<file path="src/rtl/qgi_pkg.sv">
// Shared types, constants and the Hamilton product term table for the gyro integrator.
package qgi_pkg;

  localparam int unsigned QW     = 16;  // quaternion and rate width
  localparam int unsigned TSW    = 16;  // time step width
  localparam int unsigned ACCW   = 34;  // Hamilton product accumulator
  localparam int unsigned TW     = 32;  // rounded sum, 24 fraction bits
  localparam int unsigned AW     = 31;  // magnitude of one rounded sum
  localparam int unsigned SQW    = 64;  // sum of squares / root operand
  localparam int unsigned MW     = 32;  // root
  localparam int unsigned QUOW   = 16;  // quotient bits per output
  localparam int unsigned NUMW   = 46;  // dividend width
  localparam logic [TSW-1:0] TimeStepReset = 16'd655;

  // Controller to datapath commands.
  typedef struct packed {
    logic       load;
    logic       mac;
    logic       scale;
    logic       sq;
    logic       sqrt_step;
    logic       div_init;
    logic       div_step;
    logic       div_wr;
    logic       out_en;
    logic       out_pass;
    logic       out_zero;
    logic [1:0] comp;
    logic [1:0] sub;
    logic [4:0] step;
  } qgi_cmd_t;

  typedef struct packed {
    logic m_zero;
  } qgi_sts_t;

  typedef struct packed {
    logic [1:0] qi;
    logic [1:0] wi;
    logic       neg;
  } qgi_term_t;

  // p = q * (0, w): three signed terms per component
  function automatic qgi_term_t term_sel(input logic [1:0] comp, input logic [1:0] sub);
    qgi_term_t t;
    t = '0;
    unique case ({comp, sub})
      4'b00_00: t = '{qi: 2'd1, wi: 2'd0, neg: 1'b1};
      4'b00_01: t = '{qi: 2'd2, wi: 2'd1, neg: 1'b1};
      4'b00_10: t = '{qi: 2'd3, wi: 2'd2, neg: 1'b1};
      4'b01_00: t = '{qi: 2'd0, wi: 2'd0, neg: 1'b0};
      4'b01_01: t = '{qi: 2'd2, wi: 2'd2, neg: 1'b0};
      4'b01_10: t = '{qi: 2'd3, wi: 2'd1, neg: 1'b1};
      4'b10_00: t = '{qi: 2'd0, wi: 2'd1, neg: 1'b0};
      4'b10_01: t = '{qi: 2'd1, wi: 2'd2, neg: 1'b1};
      4'b10_10: t = '{qi: 2'd3, wi: 2'd0, neg: 1'b0};
      4'b11_00: t = '{qi: 2'd0, wi: 2'd2, neg: 1'b0};
      4'b11_01: t = '{qi: 2'd1, wi: 2'd1, neg: 1'b0};
      4'b11_10: t = '{qi: 2'd2, wi: 2'd0, neg: 1'b1};
      default:  t = '0;
    endcase
    return t;
  endfunction

endpackage

</file>
<file path="src/rtl/qgi_ctrl.sv">
// Sequencer for the gyro integrator: product, root and divide phases.
module qgi_ctrl (
  input  logic              clk_i,
  input  logic              rst_ni,
  input  logic              start,
  input  logic              compass_present_i,
  input  qgi_pkg::qgi_sts_t sts_i,
  output logic              busy,
  output qgi_pkg::qgi_cmd_t cmd_o
);
  import qgi_pkg::*;

  localparam logic [3:0] S_IDLE  = 4'd0;
  localparam logic [3:0] S_MAC   = 4'd1;
  localparam logic [3:0] S_SCALE = 4'd2;
  localparam logic [3:0] S_SQ    = 4'd3;
  localparam logic [3:0] S_SQRT  = 4'd4;
  localparam logic [3:0] S_DIVI  = 4'd5;
  localparam logic [3:0] S_DIV   = 4'd6;
  localparam logic [3:0] S_DIVW  = 4'd7;
  localparam logic [3:0] S_OUT   = 4'd8;

  logic [3:0] state_q, state_d;
  logic [1:0] comp_q, comp_d;
  logic [1:0] sub_q, sub_d;
  logic [4:0] step_q, step_d;
  logic       started_q, started_d;
  logic       pass_q, pass_d;
  logic       zero_q, zero_d;

  always_ff @(posedge clk_i or negedge rst_ni) begin
    if (!rst_ni) begin
      state_q   <= S_IDLE;
      comp_q    <= '0;
      sub_q     <= '0;
      step_q    <= '0;
      started_q <= 1'b0;
      pass_q    <= 1'b0;
      zero_q    <= 1'b0;
    end else begin
      state_q   <= state_d;
      comp_q    <= comp_d;
      sub_q     <= sub_d;
      step_q    <= step_d;
      started_q <= started_d;
      pass_q    <= pass_d;
      zero_q    <= zero_d;
    end
  end

  always_comb begin
    state_d   = state_q;
    comp_d    = comp_q;
    sub_d     = sub_q;
    step_d    = step_q;
    started_d = started_q;
    pass_d    = pass_q;
    zero_d    = zero_q;
    cmd_o      = '0;
    cmd_o.comp = comp_q;
    cmd_o.sub  = sub_q;
    cmd_o.step = step_q;
    unique case (state_q)
      S_IDLE: begin
        if (start) begin
          cmd_o.load = 1'b1;
          zero_d     = 1'b0;
          comp_d     = '0;
          sub_d      = '0;
          if (!started_q && !compass_present_i) begin
            pass_d  = 1'b1;
            state_d = S_OUT;
          end else begin
            pass_d    = 1'b0;
            started_d = 1'b1;
            state_d   = S_MAC;
          end
        end
      end
      S_MAC: begin
        cmd_o.mac = 1'b1;
        if (sub_q == 2'd2) begin
          sub_d   = '0;
          state_d = S_SCALE;
        end else begin
          sub_d = sub_q + 2'd1;
        end
      end
      S_SCALE: begin
        cmd_o.scale = 1'b1;
        state_d     = S_SQ;
      end
      S_SQ: begin
        cmd_o.sq = 1'b1;
        comp_d   = comp_q + 2'd1;
        step_d   = '0;
        state_d  = (comp_q == 2'd3) ? S_SQRT : S_MAC;
      end
      S_SQRT: begin
        cmd_o.sqrt_step = 1'b1;
        step_d          = step_q + 5'd1;
        if (step_q == 5'd31) begin
          comp_d  = '0;
          state_d = S_DIVI;
        end
      end
      S_DIVI: begin
        step_d = '0;
        if (sts_i.m_zero) begin
          zero_d  = 1'b1;
          state_d = S_OUT;
        end else begin
          cmd_o.div_init = 1'b1;
          state_d        = S_DIV;
        end
      end
      S_DIV: begin
        cmd_o.div_step = 1'b1;
        step_d         = step_q + 5'd1;
        if (step_q == 5'd15) state_d = S_DIVW;
      end
      S_DIVW: begin
        cmd_o.div_wr = 1'b1;
        comp_d       = comp_q + 2'd1;
        state_d      = (comp_q == 2'd3) ? S_OUT : S_DIVI;
      end
      S_OUT: begin
        cmd_o.out_en   = 1'b1;
        cmd_o.out_pass = pass_q | zero_q;
        cmd_o.out_zero = zero_q;
        state_d        = S_IDLE;
      end
      default: state_d = S_IDLE;
    endcase
  end

  assign busy = (state_q != S_IDLE);

endmodule

</file>
<file path="config.mk">
export PLATFORM = sky130hd
export DESIGN_NAME = qgi_ctrl
export DESIGN_NICKNAME = d
export VERILOG_FILES = /design/src/rtl/qgi_pkg.sv /design/src/rtl/qgi_ctrl.sv
export SDC_FILE = /design/constraint.sdc
export NUM_CORES = 1
export LEC_CHECK = 0
export BUFFER_PORTS_ARGS = -buffer_cell sky130_fd_sc_hd__buf_2
export CAP_MARGIN = 5
export CELL_PAD_IN_SITES_DETAIL_PLACEMENT = 0
export CELL_PAD_IN_SITES_GLOBAL_PLACEMENT = 1
export CORE_ASPECT_RATIO = 0.9
export CORE_MARGIN = 4
export CORE_UTILIZATION = 24
export DETAILED_ROUTE_END_ITERATION = 8
export GPL_TIMING_DRIVEN = 0
export PLACE_DENSITY = 0.63
export SLEW_MARGIN = 20
export SYNTH_ARGS = -nofsm -noshare
export SYNTH_HDL_FRONTEND = slang
export SYNTH_SLANG_ARGS = --single-unit
export TNS_END_PERCENT = 10
</file>
<file path="constraint.sdc">
create_clock -name clk_i -period 2.45 [get_ports clk_i]
set_clock_uncertainty 0.15 [all_clocks]
set_input_delay 0.49 -clock clk_i [delete_from_list [all_inputs] [get_ports clk_i]]
set_output_delay 0.49 -clock clk_i [all_outputs]
set_load 0.03 [all_outputs]
</file>
==> impl_metrics.json, run 1 <==
{
  "start_util": 0.2574,
  "drt-pass1-iter-count": 4,
  "drive_gt1_frac": 0.3103,
  "drcViolationCount": 0,
  "synth_edf_count": 0,
  "cts_hold_buf": 0,
  "ys.flop_type": "dfrtp_1",
  "synth_most_common_cell": "dfrtp_1",
  "clockRootBuffer": "clkbuf_8",
  "endpoint_kind": "output pin",
  "place_area_um2": 1291,
  "cts-buffers-inserted": 3,
  "netlist-cell-type-count": 45,
  "dieArea_um2": 5690,
  "ant_nets": 0,
  "fp.dieW_um": 79.07,
  "p_leak_nw": 0.6361,
  "grt_pass1_vias": 967,
  "die_y_um": 71.97,
  "p_sw_frac": 0.4830,
  "fin_ws_ns": 0.1616,
  "crit_fanout": 10,
  "routed_wl_um": 3007,
  "crit_family": "simple AND/OR/NAND/NOR gates",
  "clock_latency_ns": 0.25,
  "pre_cts_ws_ns": 0.4676,
  "fillerInstances": 467,
  "drt_iter0_drc": 91,
  "routedWlPerCell_um": 14.67,
  "vias": 1002,
  "setup_viol": 0,
  "power_frac_seq": 0.257,
  "ir_drop_uv": 330.3,
  "cp.arrival_ns": 1.65,
  "regArea_um2": 400.4,
  "cp_slowest_cell": "dfrtp_1",
  "grt_pass1_wl_um": 4809,
  "async_flop_share": 1.000,
  "yosysTopAreaCell": "dfrtp_1",
  "netlist_top_cells_area": "dfrtp_1 37%, ha_1 4.6%, nor3_1 3.7%",
  "regToRegSetupSlack_ns": 0.49,
  "diodes": 0,
  "ys_ff_latch": 16,
  "area_growth_pct": 23.39,
  "gp_congestion": 0.8235,
  "cap_violations": 0,
  "syn-instance-count": 116,
  "cts_tree": "built",
  "seq_area_frac_synth": 0.3670,
  "hold_viol": 0,
  "yosys_warnings": 0,
  "max_stage_delay_ns": 0.45,
  "antenna_found_initial": 0,
  "place_hpwl_um": 2255,
  "worstSetupStartpointType": "register",
  "p_total_mw": 1.640,
  "run_status": "finished clean",
  "grt_max_degree": 17,
  "r2r_end": "comp_q[0]",
  "critical_path.cell_chain": "buf_6 > nor2_1 > and3_1 > and2_1 > buf_2",
  "dp.cells": 201,
  "cp.required_ns": 1.81,
  "maxSlewViolCount": 0,
  "min_path_type": "input pin to asynchronous set/reset pin",
  "reg2regPathDepth": 6,
  "min_period_ns": 2.288,
  "track_usage": 0.1066,
  "rsz0062_at_grt": "no",
  "path_class": "register to output pin",
  "reg2reg_from": "step_q[0]",
  "utilization": 0.3176,
  "tightest_slew_ns": 0.4238,
  "intPower_mw": 0.8481,
  "fin_cells": 205,
  "nets": 155,
  "syn_nets": 125,
  "drt-vias-per-instance": 4.888,
  "ctsResizeCount": 0,
  "clock_path_buffers": 2,
  "multi_input_area_um2": 591.8,
  "clk_pin_slew_ns": 0.07,
  "maxSlewHeadroom": 0.7158,
  "netlist_area_um2": 1091,
  "cts_max_level": 1,
  "port_buffers": 25,
  "grt_remaining_overflow": 0,
  "num_rows": 22,
  "power_frac_comb": 0.594,
  "setup_tns_ns": 0,
  "max_freq_ghz": 0.4370,
  "design_area_um2": 1346,
  "cts_sinks": 16,
  "p_switching_mw": 0.7923,
  "synth_top_area_frac": 0.3670,
  "post_cts_buffers": 0,
  "crit_buf_inv": 2,
  "pin_count": 26,
  "power_density_nw_per_um2": 1219,
  "syn_area_per_cell_um2": 9.406,
  "power_frac_clock": 0.149,
  "core_um2": 4239,
  "final.period_utilization": 0.9340,
  "holdWs_ns": 0.0009277,
  "synth_commonest_cells": "16 x dfrtp_1, 9 x inv_1, 8 x nor3_1"
}
==> cell type report <==
type	instances	area share
inverters	9	0.02509
repair buffers	25	0.09294
multi-input cells	82	0.4396
clock buffers	4	0.04089
plain buffers	9	0.04833
well taps	60	0.05576
flip-flops and latches	16	0.2974
==> cells in the final DEF (no fill, tap or decap), drive strengths merged, types with 4 or more instances in the layout <==
cell	count
a21oi	4
o21ai	7
nor2b	4
nor3	8
buf	34
dfrtp	16
nand2	4
ha	4
inv	9
clkbuf	4
a31oi	4
nor2	7
==> worst max-delay path by stage <==
stage,start,end,depth (start not counted)
after floorplan,state_q[0],cmd_o[15],4
after global placement,state_q[1],cmd_o[9],5
after detailed placement,state_q[1],cmd_o[10],5
after CTS,state_q[1],cmd_o[10],5
after global routing,state_q[1],cmd_o[9],5
final,state_q[1],cmd_o[9],5
==> logic make-up (layout without fill, tap and decap cells) <==
group	Yosys count	count (layout)	synth area share
flip-flops	16	16	0.3670
AO/OA/AOI/OAI	35	35	0.2328
buffers and inverters	18	47	0.09059
adder cells (fa/ha/maj)	4	4	0.04587
AND/OR/NAND/NOR	40	40	0.2305
multiplexers	3	3	0.03325
==> power by group through the flow <==
stage / Clock [mW] / Combinational (mW) / Sequential (mW)
2_1_floorplan: 0 / 0.677 / 0.480
3_3_place_gp: 0 / 0.974 / 0.420
3_5_place_dp: 0 / 0.973 / 0.426
4_1_cts: 0.248 / 0.976 / 0.421
5_1_grt: 0.263 / 1.06 / 0.432
6_report: 0.245 / 0.974 / 0.422
==> registers in the layout (all words and copies together), names as in the netlist <==
signal	cells
comp_q	2
sub_q	2
started_q	1
pass_q	1
zero_q	1
step_q	5
state_q	4
==> layer usage <==
layer / global-route usage / up-vias / part of all wire
li1: - / 486 / -
met1: 0.1639 / 482 / 0.53
met2: 0.1393 / 32 / 0.41
met3: 0.02978 / 2 / 0.054
met4: 0.03626 / 0 / 0.011
met5: 0 / - / 0
Power figures use the tool's default switching activity.
==> run 2: changes to the inputs <==
Settings changed: CORE_MARGIN 4 to unset.
==> impl_metrics.json, run 2 (synthesis gave the netlist of run 1 again) <==
{
  "routedWlPerCell_um": 14.47,
  "final.period_utilization": 0.9298,
  "cap_violations": 0,
  "reg2regPathDepth": 6,
  "pin_count": 26,
  "antenna_found_initial": 0,
  "diodes": 0,
  "setup_tns_ns": 0,
  "cts_hold_buf": 0,
  "r2r_end": "comp_q[0]",
  "grt_remaining_overflow": 0,
  "cts_sinks": 16,
  "vias": 1004,
  "final_common_cell": "buf_2",
  "drt_iter0_drc": 31,
  "post_cts_buffers": 0,
  "reg.largest.list": "step_q: 5 flops, state_q: 4 flops",
  "ctsResizeCount": 0,
  "power_density_nw_per_um2": 1228,
  "cp.arrival_ns": 1.64,
  "drt-pass1-iter-count": 4,
  "worstSetupStartpointType": "register",
  "fp.dieW_um": 73.07,
  "cp.required_ns": 1.81,
  "setup_viol": 0,
  "path_class": "register to output pin",
  "cts-buffers-inserted": 3,
  "place_hpwl_um": 2136,
  "clk_pin_slew_ns": 0.07,
  "clock_latency_ns": 0.26,
  "grt_pass1_vias": 941,
  "ant_nets": 0,
  "design_area_um2": 1346,
  "max_freq_ghz": 0.4390,
  "grt_max_degree": 17,
  "cts_max_level": 1,
  "dp.cells": 201,
  "endpoint_kind": "output pin",
  "rsz0062_at_grt": "no",
  "maxSlewHeadroom": 0.7247,
  "regToRegSetupSlack_ns": 0.51,
  "largest_reg_flops": 5,
  "nets": 155,
  "min_path_type": "input pin to asynchronous set/reset pin",
  "p_leak_nw": 0.6361,
  "track_usage": 0.1351,
  "routed_wl_um": 2967,
  "drcViolationCount": 0,
  "grt_pass1_wl_um": 4933,
  "reg2reg_from": "step_q[0]",
  "core_um2": 4212,
  "run_status": "complete, but fails checks",
  "clockRootBuffer": "clkbuf_8",
  "port_buffers": 25,
  "num_rows": 22,
  "crit_fanout": 10,
  "most-common-layout-cells": "29 x buf_2, 16 x dfrtp_1, 9 x inv_1",
  "min_period_ns": 2.278,
  "max_flop_register": "step_q",
  "gp_congestion": 0.8348,
  "fin_cells": 205,
  "ir_drop_uv": 566.4,
  "maxSlewViolCount": 0,
  "hold_viol": 5,
  "cts_tree": "built",
  "area_growth_pct": 23.39,
  "drt-vias-per-instance": 4.898,
  "p_total_mw": 1.653,
  "place_area_um2": 1291,
  "drive_gt1_frac": 0.3103,
  "dieArea_um2": 4820,
  "tightest_slew_ns": 0.4104,
  "holdWs_ns": -0.006050,
  "start_util": 0.2591,
  "clock_path_buffers": 2,
  "violations": "hold timing",
  "die_y_um": 65.97
}
run 2: worst max-delay path by stage:
stage	startpoint	endpoint	slack [ns]	cells after the start
final	state_q[1]	cmd_o[10]	0.17	5
after detailed placement	state_q[1]	cmd_o[9]	0.45	5
after global placement	state_q[1]	cmd_o[10]	0.46	5
after global routing	state_q[1]	cmd_o[10]	0.08	5
after floorplan	state_q[0]	cmd_o[15]	0.30	4
after CTS	state_q[1]	cmd_o[10]	0.16	5
run 2: layout make-up:
class,instances,area (µm²)
Buffer,9,65.06
Multi-Input combinational cell,82,591.8
Sequential cell,16,400.4
Tap cell,60,75.07
Clock buffer,4,55.05
Inverter,9,33.78
Fill cell,457,2865
Timing Repair Buffer,25,125.1
run 2: report_power, final:
part           switching, mW  internal [mW]  total (mW)
Clock                  0.104          0.143       0.247
Combinational          0.624          0.363       0.988
Sequential            0.0761          0.343       0.419
run 2: layer usage:
layer	global-route usage	wire length, µm
met4	0.02206	12
met1	0.1985	1582
met3	0.03811	103
met2	0.1956	1269
met5	0	0
run 2: per-stage QoR:
step	setup WS [ns]	util
5_1_grt	0.07592	0.3197
2_1_floorplan	0.2970	-
3_3_place_gp	0.4568	0.3066
6_report	0.1720	0.3197
4_1_cts	0.1565	0.3197
3_5_place_dp	0.4527	0.3066
run 2: critical path, stage by stage (launching register included):
cell     delay (ns)
dfrtp_1        0.45
buf_6          0.17
nor2_1         0.18
and3_1         0.25
o21a_1         0.13
buf_2          0.18
==> run 3: changes to the inputs <==
Settings changed: CTS_BUF_LIST set to sky130_fd_sc_hd__clkbuf_4.
==> impl_metrics.json, run 3 (synthesis gave the netlist of run 1 again) <==
{
  "min_path_type": "input pin to register",
  "ctsResizeCount": 0,
  "cap_violations": 0,
  "port_buffers": 25,
  "cts_hold_buf": 1,
  "drcViolationCount": 0,
  "routed_wl_um": 2937,
  "nets": 156,
  "maxSlewViolCount": 0,
  "max_freq_ghz": 0.4314,
  "path_class": "register to output pin",
  "reg2reg_from": "step_q[0]",
  "cts_sinks": 16,
  "drt-vias-per-instance": 4.922,
  "die_y_um": 65.97,
  "clockRootBuffer": "clkbuf_4",
  "core_um2": 4212,
  "cp.required_ns": 1.81,
  "run_status": "finished clean",
  "critPathLaunch": "state_q[1]",
  "fp.dieW_um": 73.07,
  "track_usage": 0.1344,
  "most-common-layout-cells": "29 x buf_2, 16 x dfrtp_1, 9 x inv_1",
  "setup_viol": 0,
  "vias": 1014,
  "clock_path_buffers": 2,
  "antenna_found_initial": 0,
  "clk_pin_slew_ns": 0.11,
  "final_common_cell": "buf_2",
  "ir_drop_uv": 469.5,
  "holdWs_ns": 0.2583,
  "worstSetupStartpointType": "register",
  "post_cts_buffers": 0,
  "tightest_slew_ns": 0.4019,
  "min_period_ns": 2.318,
  "clock_latency_ns": 0.29,
  "power_density_nw_per_um2": 1175,
  "cts_max_level": 1,
  "gp_congestion": 0.8348,
  "drive_gt1_frac": 0.3014,
  "cp.arrival_ns": 1.68,
  "dp.cells": 201,
  "dieArea_um2": 4820,
  "place_hpwl_um": 2136,
  "rsz0062_at_grt": "no",
  "max_flop_register": "step_q",
  "drt-pass1-iter-count": 4,
  "start_util": 0.2591,
  "grt_max_degree": 17,
  "routedWlPerCell_um": 14.26,
  "ant_nets": 0,
  "hold_viol": 0,
  "hold_start": "compass_present_i",
  "p_total_mw": 1.559,
  "drt_iter0_drc": 30,
  "grt_remaining_overflow": 0,
  "area_growth_pct": 21.67,
  "final.period_utilization": 0.9461,
  "setup_tns_ns": 0,
  "endpoint_kind": "output pin",
  "cts-buffers-inserted": 3,
  "grt_pass1_vias": 947,
  "pin_count": 26,
  "grt_pass1_wl_um": 4940,
  "largest_reg_flops": 5,
  "cts_tree": "built",
  "reg.largest.list": "step_q: 5 flops, state_q: 4 flops",
  "maxSlewHeadroom": 0.7304,
  "num_rows": 22,
  "diodes": 0,
  "p_leak_nw": 0.6269,
  "fin_cells": 206,
  "crit_fanout": 10
}
==> run 3: per-layer routing <==
layer | wire length [µm] | vias up | track usage
met2 | 1269 | 25 | 0.1968
li1 | - | 488 | -
met4 | 11 | 0 | 0.02206
met3 | 96 | 2 | 0.03354
met5 | 0 | - | 0
met1 | 1560 | 499 | 0.1985
==> run 3: power by group <==
part / internal [mW] / switching [mW] / total [mW]
logic: 0.365 / 0.622 / 0.986
clock network: 0.0593 / 0.0958 / 0.155
registers: 0.342 / 0.0761 / 0.418
==> run 3: layout make-up <==
type	instances	area, µm²
plain buffers	9	65.06
clock buffers	3	22.52
clock inverters	1	3.754
fillers	458	2884
inverters	9	33.78
multi-input cells	82	591.8
flip-flops and latches	16	400.4
well taps	60	75.07
repair buffers	26	135.1
==> run 3: stage by stage <==
stage	instance area (µm²)	util	setup slack (ns)
2_1_floorplan	1091	-	0.2970
3_3_place_gp	1291	0.3066	0.4568
4_1_cts	1328	0.3152	0.09763
3_5_place_dp	1291	0.3066	0.4527
6_report	1328	0.3152	0.1321
5_1_grt	1328	0.3152	0.01708
==> run 3: final timing paths <==
path	end	slack, ns	cells after the start
max	cmd_o[10]	0.13	5
min	started_q	0.26	2
max reg2reg	comp_q[0]	0.52	6
min reg2reg	started_q	0.32	1
max in group asynchronous	state_q[2]	1.38	2
min in group asynchronous	comp_q[1]	0.48	2
==> run 3: critical path, stage by stage, from the launching register on <==
cell,delay (ns)
dfrtp_1,0.47
buf_6,0.17
nor2_1,0.18
and3_1,0.24
o21a_1,0.13
buf_2,0.18
